$ cat src/rtl/ffha_pkg.sv
package ffha_pkg;

    // Sizing of the block table and of the address space
    localparam int TABLE_DEPTH  = 64;
    localparam int ADDR_BITS    = 24;
    localparam int HEADER_BYTES = 16;

    localparam int IDX_W   = $clog2(TABLE_DEPTH);
    localparam int CNT_W   = $clog2(TABLE_DEPTH + 1);
    localparam int TOP_W   = ADDR_BITS + 1;
    localparam int LIMIT_W = 25;
    localparam int CMP_W   = ((TOP_W > LIMIT_W) ? TOP_W : LIMIT_W) + 1;

    localparam logic [LIMIT_W-1:0] LIMIT_RESET = 25'h100_0000;

    // Word index of heap_limit in the register space (paddr[2])
    localparam logic REG_HEAP_LIMIT = 1'b0;

    typedef enum logic [1:0] {
        CMD_ALLOC   = 2'd0,
        CMD_FREE    = 2'd1,
        CMD_REALLOC = 2'd2
    } cmd_t;

    typedef enum logic [2:0] {
        ST_OK      = 3'd0,
        ST_NULL    = 3'd1,
        ST_HEAP    = 3'd2,
        ST_TABLE   = 3'd3,
        ST_UNKNOWN = 3'd4
    } status_t;

    typedef enum logic [1:0] {
        S_IDLE,
        S_LOOK,
        S_FIT,
        S_RELEASE
    } state_t;

    // One table entry: data address (header start plus header), size, free mark
    typedef struct packed {
        logic [ADDR_BITS-1:0] addr;
        logic [ADDR_BITS-1:0] size;
        logic                 free;
    } entry_t;

    // Controller to datapath
    typedef struct packed {
        logic load;       // capture the request fields
        logic scan_look;  // start a search for the in-use block at the request address
        logic scan_fit;   // start a first-fit search for a free block
        logic use_hit;    // mark the block under evaluation in use
        logic append;     // grow the heap by a new block
        logic rel_old;    // release the block found by the address search
        logic keep_old;   // grant the request address as it stands
    } dp_cmd_t;

    // Datapath to controller
    typedef struct packed {
        logic scan_hit;
        logic scan_miss;
        logic old_fits;
        logic heap_fail;
        logic table_full;
    } dp_status_t;

endpackage

$ cat src/rtl/ffha_datapath.sv
module ffha_datapath (
    input  logic                                   clk,
    input  logic                                   rst_n,
    input  ffha_pkg::dp_cmd_t                      dp_cmd,
    output ffha_pkg::dp_status_t                   dp_status,
    input  logic [ffha_pkg::ADDR_BITS-1:0]         req_size,
    input  logic [ffha_pkg::ADDR_BITS-1:0]         block_addr,
    input  logic [ffha_pkg::LIMIT_W-1:0]           heap_limit,
    output logic [ffha_pkg::ADDR_BITS-1:0]         result_addr
);

    localparam logic [ffha_pkg::CMP_W-1:0] HEAP_CAP =
        ffha_pkg::CMP_W'(1) << ffha_pkg::ADDR_BITS;

    ffha_pkg::entry_t                     mem [ffha_pkg::TABLE_DEPTH];
    ffha_pkg::entry_t                     rdata_reg;

    logic [ffha_pkg::ADDR_BITS-1:0]       req_size_reg;
    logic [ffha_pkg::ADDR_BITS-1:0]       req_addr_reg;
    logic [ffha_pkg::ADDR_BITS-1:0]       res_reg;
    logic [ffha_pkg::ADDR_BITS-1:0]       res_next;
    logic [ffha_pkg::IDX_W-1:0]           old_idx_reg;
    logic [ffha_pkg::ADDR_BITS-1:0]       old_size_reg;

    logic [ffha_pkg::CNT_W-1:0]           count_reg;
    logic [ffha_pkg::CNT_W-1:0]           count_next;
    logic [ffha_pkg::TOP_W-1:0]           top_reg;
    logic [ffha_pkg::TOP_W-1:0]           top_next;

    logic                                 scanning_reg;
    logic                                 look_mode_reg;
    logic                                 ev_valid_reg;
    logic [ffha_pkg::IDX_W-1:0]           ev_idx_reg;
    logic [ffha_pkg::CNT_W-1:0]           rd_idx_reg;

    logic                                 more;
    logic                                 ev_match;
    logic                                 scan_hit;
    logic                                 scan_miss;
    logic                                 old_is_top;

    logic [ffha_pkg::CMP_W-1:0]           new_top;
    logic [ffha_pkg::CMP_W-1:0]           limit_ext;
    logic [ffha_pkg::CMP_W-1:0]           eff_limit;

    logic                                 we;
    logic [ffha_pkg::IDX_W-1:0]           wr_idx;
    ffha_pkg::entry_t                     wr_word;

    // Search control
    assign more     = rd_idx_reg < count_reg;
    assign ev_match = look_mode_reg
                    ? (!rdata_reg.free && (rdata_reg.addr == req_addr_reg))
                    : (rdata_reg.free && (rdata_reg.size >= req_size_reg));
    assign scan_hit  = scanning_reg && ev_valid_reg && ev_match;
    assign scan_miss = scanning_reg && !ev_valid_reg && !more;

    // Growth checks
    assign new_top   = ffha_pkg::CMP_W'(top_reg) + ffha_pkg::CMP_W'(ffha_pkg::HEADER_BYTES)
                     + ffha_pkg::CMP_W'(req_size_reg);
    assign limit_ext = ffha_pkg::CMP_W'(heap_limit);
    assign eff_limit = (limit_ext < HEAP_CAP) ? limit_ext : HEAP_CAP;

    assign old_is_top = (ffha_pkg::CNT_W'(old_idx_reg) + ffha_pkg::CNT_W'(1)) == count_reg;

    assign dp_status.scan_hit   = scan_hit;
    assign dp_status.scan_miss  = scan_miss;
    assign dp_status.old_fits   = rdata_reg.size >= req_size_reg;
    assign dp_status.heap_fail  = new_top > eff_limit;
    assign dp_status.table_full = count_reg >= ffha_pkg::CNT_W'(ffha_pkg::TABLE_DEPTH);

    assign result_addr = res_reg;

    // Table write port, heap top, count and granted address
    always_comb
    begin
        we         = 1'b0;
        wr_idx     = ev_idx_reg;
        wr_word    = rdata_reg;
        count_next = count_reg;
        top_next   = top_reg;
        res_next   = res_reg;
        if (dp_cmd.load)
        begin
            res_next = '0;
        end
        if (dp_cmd.use_hit)
        begin
            we           = 1'b1;
            wr_idx       = ev_idx_reg;
            wr_word      = rdata_reg;
            wr_word.free = 1'b0;
            res_next     = rdata_reg.addr;
        end
        else if (dp_cmd.append)
        begin
            we           = 1'b1;
            wr_idx       = count_reg[ffha_pkg::IDX_W-1:0];
            wr_word.addr = ffha_pkg::ADDR_BITS'(top_reg
                           + ffha_pkg::TOP_W'(ffha_pkg::HEADER_BYTES));
            wr_word.size = req_size_reg;
            wr_word.free = 1'b0;
            count_next   = count_reg + ffha_pkg::CNT_W'(1);
            top_next     = ffha_pkg::TOP_W'(new_top);
            res_next     = wr_word.addr;
        end
        else if (dp_cmd.rel_old)
        begin
            if (old_is_top)
            begin
                count_next = count_reg - ffha_pkg::CNT_W'(1);
                top_next   = top_reg - (ffha_pkg::TOP_W'(old_size_reg)
                             + ffha_pkg::TOP_W'(ffha_pkg::HEADER_BYTES));
            end
            else
            begin
                we           = 1'b1;
                wr_idx       = old_idx_reg;
                wr_word.addr = req_addr_reg;
                wr_word.size = old_size_reg;
                wr_word.free = 1'b1;
            end
        end
        else if (dp_cmd.keep_old)
        begin
            res_next = req_addr_reg;
        end
    end

    always_ff @(posedge clk)
    begin
        if (we)
        begin
            mem[wr_idx] <= wr_word;
        end
        if (scanning_reg && more)
        begin
            rdata_reg <= mem[rd_idx_reg[ffha_pkg::IDX_W-1:0]];
        end
    end

    always_ff @(posedge clk)
    begin
        res_reg <= res_next;
        if (dp_cmd.load)
        begin
            req_size_reg <= req_size;
            req_addr_reg <= block_addr;
        end
        if (scan_hit && look_mode_reg)
        begin
            old_idx_reg  <= ev_idx_reg;
            old_size_reg <= rdata_reg.size;
        end
    end

    always_ff @(posedge clk or negedge rst_n)
    begin
        if (!rst_n)
        begin
            count_reg     <= '0;
            top_reg       <= '0;
            scanning_reg  <= 1'b0;
            look_mode_reg <= 1'b0;
            ev_valid_reg  <= 1'b0;
            ev_idx_reg    <= '0;
            rd_idx_reg    <= '0;
        end
        else
        begin
            count_reg <= count_next;
            top_reg   <= top_next;
            if (dp_cmd.scan_look || dp_cmd.scan_fit)
            begin
                scanning_reg  <= 1'b1;
                look_mode_reg <= dp_cmd.scan_look;
                ev_valid_reg  <= 1'b0;
                rd_idx_reg    <= '0;
            end
            else if (scanning_reg)
            begin
                if (scan_hit || scan_miss)
                begin
                    scanning_reg <= 1'b0;
                    ev_valid_reg <= 1'b0;
                end
                else
                begin
                    ev_valid_reg <= more;
                    if (more)
                    begin
                        ev_idx_reg <= rd_idx_reg[ffha_pkg::IDX_W-1:0];
                        rd_idx_reg <= rd_idx_reg + ffha_pkg::CNT_W'(1);
                    end
                end
            end
        end
    end

endmodule

$ cat src/rtl/ffha_ctrl.sv
module ffha_ctrl (
    input  logic                   clk,
    input  logic                   rst_n,
    input  logic                   start,
    input  logic [1:0]             cmd,
    input  logic                   size_zero,
    input  logic                   addr_zero,
    input  ffha_pkg::dp_status_t   dp_status,
    output ffha_pkg::dp_cmd_t      dp_cmd,
    output logic                   busy,
    output logic                   done,
    output logic [2:0]             status
);

    ffha_pkg::state_t   state_reg;
    ffha_pkg::state_t   state_next;
    logic               realloc_reg;
    logic               realloc_next;
    logic               done_reg;
    ffha_pkg::status_t  status_reg;
    logic               finish;
    ffha_pkg::status_t  fin_status;

    assign busy   = state_reg != ffha_pkg::S_IDLE;
    assign done   = done_reg;
    assign status = status_reg;

    always_ff @(posedge clk or negedge rst_n)
    begin
        if (!rst_n)
        begin
            state_reg   <= ffha_pkg::S_IDLE;
            realloc_reg <= 1'b0;
            done_reg    <= 1'b0;
            status_reg  <= ffha_pkg::ST_OK;
        end
        else
        begin
            state_reg   <= state_next;
            realloc_reg <= realloc_next;
            done_reg    <= finish;
            if (finish)
            begin
                status_reg <= fin_status;
            end
        end
    end

    always_comb
    begin
        state_next   = state_reg;
        realloc_next = realloc_reg;
        dp_cmd       = '0;
        finish       = 1'b0;
        fin_status   = ffha_pkg::ST_OK;
        unique case (state_reg)
            ffha_pkg::S_IDLE:
            begin
                if (start)
                begin
                    dp_cmd.load  = 1'b1;
                    realloc_next = 1'b0;
                    unique case (cmd)
                        ffha_pkg::CMD_ALLOC:
                        begin
                            if (size_zero)
                            begin
                                finish     = 1'b1;
                                fin_status = ffha_pkg::ST_NULL;
                            end
                            else
                            begin
                                dp_cmd.scan_fit = 1'b1;
                                state_next      = ffha_pkg::S_FIT;
                            end
                        end
                        ffha_pkg::CMD_FREE:
                        begin
                            if (addr_zero)
                            begin
                                finish     = 1'b1;
                                fin_status = ffha_pkg::ST_NULL;
                            end
                            else
                            begin
                                dp_cmd.scan_look = 1'b1;
                                state_next       = ffha_pkg::S_LOOK;
                            end
                        end
                        ffha_pkg::CMD_REALLOC:
                        begin
                            if (size_zero)
                            begin
                                finish     = 1'b1;
                                fin_status = ffha_pkg::ST_NULL;
                            end
                            else if (addr_zero)
                            begin
                                dp_cmd.scan_fit = 1'b1;
                                state_next      = ffha_pkg::S_FIT;
                            end
                            else
                            begin
                                dp_cmd.scan_look = 1'b1;
                                realloc_next     = 1'b1;
                                state_next       = ffha_pkg::S_LOOK;
                            end
                        end
                        default:
                        begin
                            finish     = 1'b1;
                            fin_status = ffha_pkg::ST_NULL;
                        end
                    endcase
                end
            end
            ffha_pkg::S_LOOK:
            begin
                if (dp_status.scan_hit)
                begin
                    if (!realloc_reg)
                    begin
                        state_next = ffha_pkg::S_RELEASE;
                    end
                    else if (dp_status.old_fits)
                    begin
                        dp_cmd.keep_old = 1'b1;
                        finish          = 1'b1;
                        state_next      = ffha_pkg::S_IDLE;
                    end
                    else
                    begin
                        dp_cmd.scan_fit = 1'b1;
                        state_next      = ffha_pkg::S_FIT;
                    end
                end
                else if (dp_status.scan_miss)
                begin
                    finish     = 1'b1;
                    fin_status = ffha_pkg::ST_UNKNOWN;
                    state_next = ffha_pkg::S_IDLE;
                end
            end
            ffha_pkg::S_FIT:
            begin
                if (dp_status.scan_hit)
                begin
                    dp_cmd.use_hit = 1'b1;
                    if (realloc_reg)
                    begin
                        state_next = ffha_pkg::S_RELEASE;
                    end
                    else
                    begin
                        finish     = 1'b1;
                        state_next = ffha_pkg::S_IDLE;
                    end
                end
                else if (dp_status.scan_miss)
                begin
                    if (dp_status.heap_fail)
                    begin
                        finish     = 1'b1;
                        fin_status = ffha_pkg::ST_HEAP;
                        state_next = ffha_pkg::S_IDLE;
                    end
                    else if (dp_status.table_full)
                    begin
                        finish     = 1'b1;
                        fin_status = ffha_pkg::ST_TABLE;
                        state_next = ffha_pkg::S_IDLE;
                    end
                    else
                    begin
                        dp_cmd.append = 1'b1;
                        if (realloc_reg)
                        begin
                            state_next = ffha_pkg::S_RELEASE;
                        end
                        else
                        begin
                            finish     = 1'b1;
                            state_next = ffha_pkg::S_IDLE;
                        end
                    end
                end
            end
            ffha_pkg::S_RELEASE:
            begin
                dp_cmd.rel_old = 1'b1;
                finish         = 1'b1;
                state_next     = ffha_pkg::S_IDLE;
            end
            default:
            begin
                state_next = ffha_pkg::S_IDLE;
            end
        endcase
    end

endmodule

$ cat src/rtl/first_fit_heap_allocator_core.sv
// Channel    Transfer when                        Payload
// ---------  -----------------------------------  ---------------------------------
// request    start & !busy at a rising edge       cmd, req_size, block_addr
// result     done high for one cycle              result_addr, status
// config     psel & penable & pwrite (pready = 1) pwdata -> heap_limit (paddr[2] 0)
//
// A request walks the block table one entry a cycle through its single read
// port for each search: an alloc runs one first-fit search, a free one
// address search, a realloc up to both. Null, zero-size and unused-command
// requests answer in the cycle after they are taken.
// Reset clears the block count, the heap top and the controller; the table
// itself is not cleared, only entries below the count are ever read.
// The result strobe cannot be held off; busy drops in the cycle it shows.
module first_fit_heap_allocator_core (
    input  logic                                clk,
    input  logic                                rst_n,
    // request
    input  logic                                start,
    output logic                                busy,
    input  logic [1:0]                          cmd,
    input  logic [ffha_pkg::ADDR_BITS-1:0]      req_size,
    input  logic [ffha_pkg::ADDR_BITS-1:0]      block_addr,
    // result
    output logic                                done,
    output logic [ffha_pkg::ADDR_BITS-1:0]      result_addr,
    output logic [2:0]                          status,
    // configuration
    input  logic                                psel,
    input  logic                                penable,
    input  logic                                pwrite,
    input  logic [2:0]                          paddr,
    input  logic [31:0]                         pwdata,
    output logic [31:0]                         prdata,
    output logic                                pready
);

    logic [ffha_pkg::LIMIT_W-1:0]  heap_limit_reg;
    logic                          cfg_wr;
    ffha_pkg::dp_cmd_t             dp_cmd;
    ffha_pkg::dp_status_t          dp_status;

    // Configuration port: zero-wait, writes land at the access phase;
    // heap_limit is the only register
    assign pready = 1'b1;
    assign cfg_wr = psel && penable && pwrite && (paddr[2] == ffha_pkg::REG_HEAP_LIMIT);
    assign prdata = (paddr[2] == ffha_pkg::REG_HEAP_LIMIT) ? 32'(heap_limit_reg) : '0;

    always_ff @(posedge clk or negedge rst_n)
    begin
        if (!rst_n)
        begin
            heap_limit_reg <= ffha_pkg::LIMIT_RESET;
        end
        else if (cfg_wr)
        begin
            heap_limit_reg <= pwdata[ffha_pkg::LIMIT_W-1:0];
        end
    end

    // Sequencing: decode the request, run the searches, issue table updates
    ffha_ctrl u_ctrl (
        .clk       (clk),
        .rst_n     (rst_n),
        .start     (start),
        .cmd       (cmd),
        .size_zero (req_size == '0),
        .addr_zero (block_addr == '0),
        .dp_status (dp_status),
        .dp_cmd    (dp_cmd),
        .busy      (busy),
        .done      (done),
        .status    (status)
    );

    // Block table, heap top, block count and the growth checks
    ffha_datapath u_dp (
        .clk         (clk),
        .rst_n       (rst_n),
        .dp_cmd      (dp_cmd),
        .dp_status   (dp_status),
        .req_size    (req_size),
        .block_addr  (block_addr),
        .heap_limit  (heap_limit_reg),
        .result_addr (result_addr)
    );

endmodule

$ cat config.mk
export PLATFORM = sky130hd
export DESIGN_NAME = first_fit_heap_allocator_core
export DESIGN_NICKNAME = d
export VERILOG_FILES = /design/src/rtl/ffha_pkg.sv /design/src/rtl/ffha_datapath.sv /design/src/rtl/ffha_ctrl.sv /design/src/rtl/first_fit_heap_allocator_core.sv
export SDC_FILE = /design/constraint.sdc
export NUM_CORES = 2
export LEC_CHECK = 0
export ABC_AREA = 1
export BUFFER_PORTS_ARGS = -buffer_cell sky130_fd_sc_hd__buf_4
export CORE_ASPECT_RATIO = 2
export CORE_UTILIZATION = 63
export DETAILED_ROUTE_END_ITERATION = 8
export PLACE_DENSITY = 0.84
export SLEW_MARGIN = 20
export SYNTH_ARGS = -nofsm -noshare
export SYNTH_HDL_FRONTEND = slang
export SYNTH_SLANG_ARGS = --single-unit
$ cat constraint.sdc
create_clock -name clk -period 9.57 [get_ports clk]
set_clock_uncertainty 0.15 [all_clocks]
set_input_delay 1.914 -clock clk [delete_from_list [all_inputs] [get_ports clk]]
set_output_delay 1.914 -clock clk [all_outputs]
set_load 0.01 [all_outputs]
==> results.sh <==
export IMPL_initial_core_util=0.634
export IMPL_clock_sinks=3367
export IMPL_antenna_found_initial=31
export IMPL_clk_latency_ps=880
export IMPL_grt_max_degree=206
export IMPL_worstHoldStart="u_dp.rdata_reg[18]"
export IMPL_power_density_mw_per_mm2=320
export IMPL_wl_um=447000
export IMPL_drv_cap=0
export IMPL_via_per_inst=7.24
export IMPL_num_rows=241
export IMPL_cts_inserted_buffers=275
export IMPL_p_leak_nw=49.3
export IMPL_drive_gt1_frac=0.0862
export IMPL_clock_path_buffers=4
export IMPL_n_fill_cell=12861
export IMPL_ys_flop_type="edfxtp_1"
export IMPL_die_y_um=661
export IMPL_synth_area_leader_cell="edfxtp_1"
export IMPL_largest_reg_flops=3136
export IMPL_via_count=98189
export IMPL_status="finished, violations left"
export IMPL_relSlewSlack=0.138
export IMPL_setup_worst_path_end_class="register"
export IMPL_dp_slack_ps=1220
export IMPL_min_path_type="register to register"
export IMPL_ir_worst_vdd_mv=0.293
export IMPL_h_tree_depth=5
export IMPL_synth_edf_count=3263
export IMPL_wl_per_cell_um=32.9
export IMPL_postCtsSetupRepairBufs=0
export IMPL_grt_pass1_wl_um=631000
export IMPL_gp_congestion=1.06
export IMPL_hold_depth=0
export IMPL_first_pass_iters=9
export IMPL_hold_buffers=0
export IMPL_critPathArrivalTime_ps=9550
export IMPL_hold_viol=0
export IMPL_seq_area_frac_synth=0.735
export IMPL_slew_viol_final=0
export IMPL_final_util=0.698
export IMPL_postPlaceCellArea_mm2=0.142
export IMPL_synthDominantCellAreaShare=0.717
export IMPL_rsz0062_at_grt="false"
export IMPL_yosysWarnings=0
export IMPL_die_area_mm2=0.219
export IMPL_timing_final_crit_share=0.958
export IMPL_portBuffers=135
export IMPL_hold_end="u_dp.old_size_reg[17]"
export IMPL_synthArstFlopShare=0.0238
export IMPL_cts_root_buffer="clkbuf_16"
export IMPL_ff2ff_setup_slack_ps=400
export IMPL_drtAntennaViolNets=0
export IMPL_critical_path_class="register to register"
export IMPL_cp_startpoint="u_dp.top_reg[16]"
export IMPL_drcViolationCount=12
export IMPL_fin_cells=13561
export IMPL_synthCells=10601
export IMPL_setup_ws_ps=403
export IMPL_violations="design-rule violations"
export IMPL_max_freq_ghz=0.109
export IMPL_r2r_cells=22
export IMPL_clkTransAtPathRegs_ps=70
export IMPL_regToRegStartpoint="u_dp.top_reg[16]"
export IMPL_syn_area_mm2=0.137
export IMPL_cp_start_kind="register"
export IMPL_area_growth_pct=10.2
export IMPL_grt_usage=0.401
export IMPL_tns_ps=0
export IMPL_hpwl_um=258000
export IMPL_placed_cells=13066
export IMPL_postSynthAreaPerCell_um2=12.9
export IMPL_die_x_um=331
export IMPL_grt_ovfl_total=0
export IMPL_min_period_ps=9170
export IMPL_p_total_mw=48.2
export IMPL_post_synth_main_area_contributors="edfxtp_1, o21ai_0, nor2_1"
export IMPL_tightest_slew_ps=1280
export IMPL_cts_tree="yes"
export IMPL_ys_ff_latch=3367
export IMPL_critPathMaxFanout=12
export IMPL_setup_violations=0
export IMPL_cp_required_ps=9960
export IMPL_timing_rr_end="u_dp.mem[16][19]"
export IMPL_finish_instance_area_mm2=0.150
export IMPL_nets=10805
export IMPL_io_pins=153
export IMPL_coreArea_mm2=0.216
export IMPL_ys_types=51
export IMPL_grt_pass1_vias=96609
export IMPL_drt_iter0_markers=17239
export IMPL_cts_repair_resized=0
export IMPL_hold_slack_ps=323
critical path: stages (launching register included):
cell and delay [ps]:
dfrtp_1 470, ha_1 340, ha_1 440, nand2_1 190, nor3_1 990, nand4_1 310, nand3_1 720, nand2_1 110
o2111ai_1 130, xnor2_1 150, inv_1 80, ha_1 300, nand3_1 60, inv_1 60, nand4_1 120, nor2_1 690
nand2_1 420, nand2_4 230, nand3_4 190, o21ai_2 460, nand3_1 810, nor2_4 1010, buf_4 340
synthesized netlist by cell type, types with 23 or more instances:
master and instances:
xnor2_1 23, ha_1 162, o22ai_1 485, nand2_1 597, a31oi_1 78, nor2_1 1849
dfrtp_1 79, buf_2 31, buf_1 41, o21ai_0 1723, edfxtp_1 3263, nand4_1 24
dfxtp_1 24, xor2_1 51, a32o_1 49, a21oi_1 305, nand3_1 321, clkbuf_1 642
o211ai_1 108, inv_1 276, o221ai_1 305, o31ai_1 24
metal layers:
metal	routed length [um]	track usage
met4	53600	0.409
met3	59700	0.0995
met2	211000	0.647
met5	155	0
met1	122000	0.421
cells by family (layout without fill, tap and decap cells):
logic type                 after synthesis  count (layout)  synth area share
other                                    2              27         0.0000550
buffers and inverters                 1009            1150            0.0284
adders and majority gates              165             165            0.0153
and+or+nand+nor                       2865            2865            0.0834
xor gates and xnor gates                74              74           0.00474
DFF                                   3367            3367             0.735
AOI/OAI and AO/OA                     3119            3119             0.133
worst max-delay path by stage:
stage,end,cells past startpoint
6_report,u_dp.mem[16][19],22
3_3_place_gp,u_dp.mem[16][19],22
2_1_floorplan,u_dp.mem[0][3],26
5_1_grt,u_dp.mem[17][24],24
3_5_place_dp,u_dp.mem[17][19],22
4_1_cts,u_dp.mem[17][24],22
report_power, final:
group	total, mW	internal (mW)	switching (mW)
Sequential	20.0	19.5	0.467
Combinational	17.2	3.96	13.2
Clock	11.1	5.89	5.18
layout by cell type (no fill, tap or decap), drive strengths merged, types with 49 or more instances in the layout:
master	instances
a21oi	306
a31oi	78
a32o	49
buf	390
clkbuf	337
clkinv	102
dfrtp	79
edfxtp	3263
ha	162
inv	293
nand2	610
nand3	322
nor2	1854
o211ai	108
o21ai	1731
o221ai	305
o22ai	485
xor2	51
cell type report:
type	instances	area, um^2	area share
sequential	3367	100000	0.668
inverter	284	1110	0.00739
multi-input combinational	6231	33300	0.221
antenna	19	47.5	0.000316
tap	2794	3500	0.0232
clock inverter	139	1130	0.00752
timing repair buffer	390	3630	0.0241
clock buffer	337	7330	0.0487
(Power assumes the default switching activity.)
